**config.mk**
```make
export PLATFORM = sky130hd
export DESIGN_NAME = tmac_queue
export DESIGN_NICKNAME = d
export VERILOG_FILES = /design/src/rtl/tmac_pkg.sv /design/src/rtl/tmac_queue.sv
export SDC_FILE = /design/constraint.sdc
export NUM_CORES = 1
export LEC_CHECK = 0
export ABC_AREA = 1
export BUFFER_PORTS_ARGS = -buffer_cell sky130_fd_sc_hd__buf_2
export CORE_ASPECT_RATIO = 1.2
export CORE_MARGIN = 2
export CORE_UTILIZATION = 40
export CTS_BUF_LIST = sky130_fd_sc_hd__clkbuf_4
export CTS_CLUSTER_DIAMETER = 100
export DETAILED_ROUTE_END_ITERATION = 12
export PLACE_DENSITY = 0.72
export SYNTH_ARGS = -nofsm -noshare
export SYNTH_HDL_FRONTEND = slang
export SYNTH_SLANG_ARGS = --single-unit
```
**constraint.sdc**
```tcl
create_clock -name clk_i -period 12.03 [get_ports clk_i]
set_input_delay 2.406 -clock clk_i [delete_from_list [all_inputs] [get_ports clk_i]]
set_output_delay 2.406 -clock clk_i [all_outputs]
set_load 0.01 [all_outputs]
```
**src/rtl/tmac_pkg.sv**
```systemverilog
// Package for the triangle minimum-angle check: payload structs, codes, state enums
// and the fixed arithmetic widths. Used by every module of the block.
package tmac_pkg;

  localparam int unsigned NODE_IDX_W = 12;
  localparam int unsigned FIELD_W    = 24;
  localparam int unsigned CFG_IDX_W  = 2;
  localparam int unsigned COORD_W    = 32;
  localparam int unsigned EDGE_W     = 33;
  localparam int unsigned MUL_W      = 35;
  localparam int unsigned PROD_W     = 70;
  localparam int unsigned LIMB_W     = 34;
  localparam int unsigned SUM_W      = 68;
  localparam int unsigned T_W        = 3 * LIMB_W;
  localparam int unsigned R_W        = 4 * LIMB_W;
  localparam int unsigned L_W        = 5 * LIMB_W;
  localparam int unsigned COS_SHIFT  = 30;

  typedef enum logic [0:0] {
    ACT_WRITE_NODE = 1'b0,
    ACT_CHECK_FACE = 1'b1
  } action_e;

  typedef enum logic [1:0] {
    CFG_CHECK_ENABLE = 2'd0,
    CFG_MARK_ALL     = 2'd1,
    CFG_COS_LIMIT    = 2'd2
  } cfg_index_e;

  typedef enum logic [1:0] {
    ST_PASS    = 2'd0,
    ST_MARKED  = 2'd1,
    ST_STOPPED = 2'd2
  } status_e;

  typedef struct packed {
    action_e                 action;
    logic [NODE_IDX_W-1:0]   node_index;
    logic signed [FIELD_W-1:0] coord_x;
    logic signed [FIELD_W-1:0] coord_y;
    logic signed [FIELD_W-1:0] coord_z;
    logic [NODE_IDX_W-1:0]   vertex_a_index;
    logic [NODE_IDX_W-1:0]   vertex_b_index;
    logic [NODE_IDX_W-1:0]   vertex_c_index;
    logic                    last_face;
  } in_t;

  typedef struct packed {
    logic    face_bad;
    logic    run_done;
    status_e status;
  } out_t;

  typedef struct packed {
    logic               check_enable;
    logic               mark_all_faces;
    logic signed [31:0] cos_limit_signed_square;
  } cfg_t;

  typedef struct packed {
    logic [2:0][COORD_W-1:0] pa;
    logic [2:0][COORD_W-1:0] pb;
    logic [2:0][COORD_W-1:0] pc;
    logic                    last_face;
  } job_t;

  typedef enum logic [2:0] {
    F_IDLE,
    F_RD_A,
    F_RD_B,
    F_RD_C,
    F_PUSH
  } front_state_e;

  typedef enum logic [2:0] {
    B_IDLE,
    B_EDGE,
    B_SUM,
    B_CORNER,
    B_DONE
  } back_state_e;

endpackage

```
**src/rtl/tmac_queue.sv**
```systemverilog
// Two-entry queue of fetched face requests between the front and back parts.
// Depends on tmac_pkg for the request struct.
module tmac_queue (
  input  logic           clk_i,
  input  logic           rst_ni,
  input  tmac_pkg::job_t wr_data_i,
  input  logic           wr_i,
  output logic           full_o,
  output tmac_pkg::job_t rd_data_o,
  output logic           valid_o,
  input  logic           rd_i
);

  tmac_pkg::job_t slot_q [2];
  logic       wp_q, rp_q;
  logic [1:0] cnt_q;

  assign full_o    = (cnt_q == 2'd2);
  assign valid_o   = (cnt_q != 2'd0);
  assign rd_data_o = slot_q[rp_q];

  always_ff @(posedge clk_i or negedge rst_ni) begin
    if (!rst_ni) begin
      wp_q  <= 1'b0;
      rp_q  <= 1'b0;
      cnt_q <= 2'd0;
    end else begin
      if (wr_i) begin
        wp_q <= !wp_q;
      end
      if (rd_i) begin
        rp_q <= !rp_q;
      end
      if (wr_i && !rd_i) begin
        cnt_q <= cnt_q + 2'd1;
      end else if (rd_i && !wr_i) begin
        cnt_q <= cnt_q - 2'd1;
      end
    end
  end

  always_ff @(posedge clk_i) begin
    if (wr_i) begin
      slot_q[wp_q] <= wr_data_i;
    end
  end

endmodule

```
==> flow_metrics.tcl <==
set metrics [dict create \
    die_w_um 215 \
    wl_um 47200 \
    hold_viol 0 \
    skew_ps 43.0 \
    fin_util_pct 51.0 \
    grt_pass1_vias 12500 \
    fp.dieArea_um2 55400 \
    maxCapViolCount 0 \
    path_common_cell "buf_4" \
    synth_edf_count 578 \
    clkPwrFrac_pct 25.1 \
    drt_iter0_drc 553 \
    crit_slowest_cell "dfrtp_4" \
    post_cts_resized 0 \
    remaining_drc_errors 0 \
    startpoint "rp_q" \
    max-vdd-ir-drop_uv 241 \
    place_congestion 0.805 \
    netlist_top_cells_count "edfxtp_1 (578), mux2_2 (189), mux2_4 (100)" \
    syn_area_um2 21400 \
    required_ps 9620 \
    fin_crit_sh_pct 56.1 \
    worst_slack_ps 5280 \
    multi_input_area_um2 3720 \
    synthesis.nets 1218 \
    vias 11500 \
    grt.total_usage_pct 16.7 \
    pin_count 584 \
    coreArea_um2 52700 \
    ys.warnings.count 0 \
    powerDensity_nw_per_um2 232 \
    p_comb_share_pct 29.5 \
    endpoint_kind "output port" \
    worstPathCellList "buf_4, buf_4, mux2_2, buf_2" \
    outcome "finished, final reports clean" \
    synth_area_leader_cell "edfxtp_1" \
    root_buffer "clkbuf_4" \
    antenna_found_initial 14 \
    pre_cts_ws_ps 6050 \
    synthDistinctLibCells 15 \
    power_frac_seq_pct 45.4 \
    cp.arrival_ps 4340 \
    setup_violations 0 \
    port_buffers 583 \
    async_flop_share_pct 0.687 \
    dr.pass1.iters 4 \
    hp-start "cnt_q[1]" \
    ant_nets 0 \
    synth_area_leaders "edfxtp_1 (81%), mux2_2 (9.9%), mux2_4 (7.0%)" \
    tightest_slew_ps 1270 \
    synth_top_area_share_pct 81.0 \
    syn_inst 924 \
    globalRouteOverflowTotal 0 \
    clock_sinks 582 \
    fin_nets 1924 \
    rsz0062_at_grt "false" \
    seqCellArea_um2 17500 \
    critPathKind "reg -> out" \
    cp_max_fo 79 \
    dp_hpwl_um 31600 \
    clkTransAtPathRegs_ps 60 \
    synth_most_common_cell "edfxtp_1" \
    ys_seq_area_share_pct 81.5 \
    cts_tree "yes" \
    grt_max_degree 171 \
    hold_class "reg -> reg" \
    routedWlPerCell_um 19.3 \
    htree_levels 4 \
    swShare_pct 29.8 \
    period_minus_slack_ps 6750 \
    cts_hold_buf 0 \
    fillers 4360 \
    clockBufferDepth 3 \
    slew_headroom_pct 15.1 \
    p_leak_nw 10.5 \
    cp-start-kind "flip-flop" \
    clock_latency_ps 930 \
    cts_setup_buffers 0 \
    max_stage_delay_ps 1000 \
    setup_tns_ps 0 \
    rows 92 \
    reg2reg_from "wp_q" \
    drive_gt1_share_pct 64.0 \
    initial_core_util_pct 40.6 \
    vias_per_cell 4.69 \
    clock.fmax_ghz 0.148 \
    grt_pass1_wl_um 69700 \
    cts_made_buffers 144 \
    drv_slew 0 \
    avgSynthCellArea_um2 23.2 \
    syn_to_final_growth_pct 25.5 \
    cell_internal_pwr_mw 4.38 \
    ys_ff_latch 582 \
    switching_power_mw 1.86 \
    dieHeight_um 258 \
    synthFlopType "edfxtp_1" \
]
flip-flops by register name, indices dropped and copies added, names as in the netlist:
register and cells:
cnt_q 2, rp_q 1, slot_q 578, wp_q 1
worst max-delay path, delay by kind of cell, from the launching register on:
| kind | cells | cell delay, ps |
|---|---|---|
| buf+inv | 3 | 1910 |
| flops | 1 | 1000 |
| mux | 1 | 420 |
through the flow:
stage	area (um2)	cells	power, mW	hold WS [ps]
CTS	26800	2430	6.34	491
detailed placement	25100	2189	4.74	476
global route	26900	2441	6.55	546
finish	26900	2443	6.24	491
floorplan	21400	924	4.14	442
global placement	25100	2189	4.70	453
final timing paths:
kind | to | slack [ps] | depth (start not counted)
min in group asynchronous | cnt_q[1] | 1300 | 1
max in group asynchronous | rp_q | 10570 | 1
setup / recovery | rd_data_o[127] | 5280 | 4
hold reg to reg | cnt_q[1] | 490 | 2
hold / removal | cnt_q[1] | 490 | 2
setup reg to reg | slot_q[0][214] | 8660 | 3
power groups by stage:
| stage | clock network, mW | logic, mW | registers, mW |
|---|---|---|---|
| 2_1_floorplan | 0 | 1.24 | 2.90 |
| 3_3_place_gp | 0 | 1.85 | 2.85 |
| 3_5_place_dp | 0 | 1.87 | 2.87 |
| 4_1_cts | 1.63 | 1.88 | 2.83 |
| 5_1_grt | 1.73 | 1.96 | 2.86 |
| 6_report | 1.57 | 1.84 | 2.83 |
logic make-up (layout without fill, tap and decap cells):
group | count (synthesis) | count (layout) | share of synthesized area [%]
adder cells (fa/ha/maj) | 1 | 1 | 0.0584
multiplexers | 289 | 289 | 16.9
flip-flops | 582 | 582 | 81.5
other | 0 | 13 | 0
buffers and inverters | 39 | 840 | 1.20
AND/OR/NAND/NOR | 10 | 10 | 0.193
XOR/XNOR | 3 | 3 | 0.123
cell type report:
| class | count | share of cell area [%] |
|---|---|---|
| Sequential cell | 582 | 65.0 |
| Antenna cell | 13 | 0.121 |
| Clock buffer | 204 | 5.70 |
| Inverter | 7 | 0.126 |
| Tap cell | 705 | 3.28 |
| Timing Repair Buffer | 592 | 11.2 |
| Clock inverter | 37 | 0.838 |
| Multi-Input combinational cell | 303 | 13.8 |
cell usage in the layout, fill, tap and decap left out, drive strengths merged:
cell        n
buf       592
bufinv      2
clkbuf    204
clkinv     25
clkinvlp    4
dfrtp       4
diode      13
edfxtp    578
ha          1
inv        13
mux2      289
nand2       6
nand3       1
nand4       1
nor2        2
xnor2       1
xor2        2
routing by layer:
layer	up-vias	global-route usage (%)	wire [um]
met5	-	0	69
met4	10	8.35	1430
met3	102	7.77	4720
met2	574	28.4	24100
met1	5571	17.3	16900
li1	5207	-	-
Note: power is estimated with default switching activity, not from simulation.
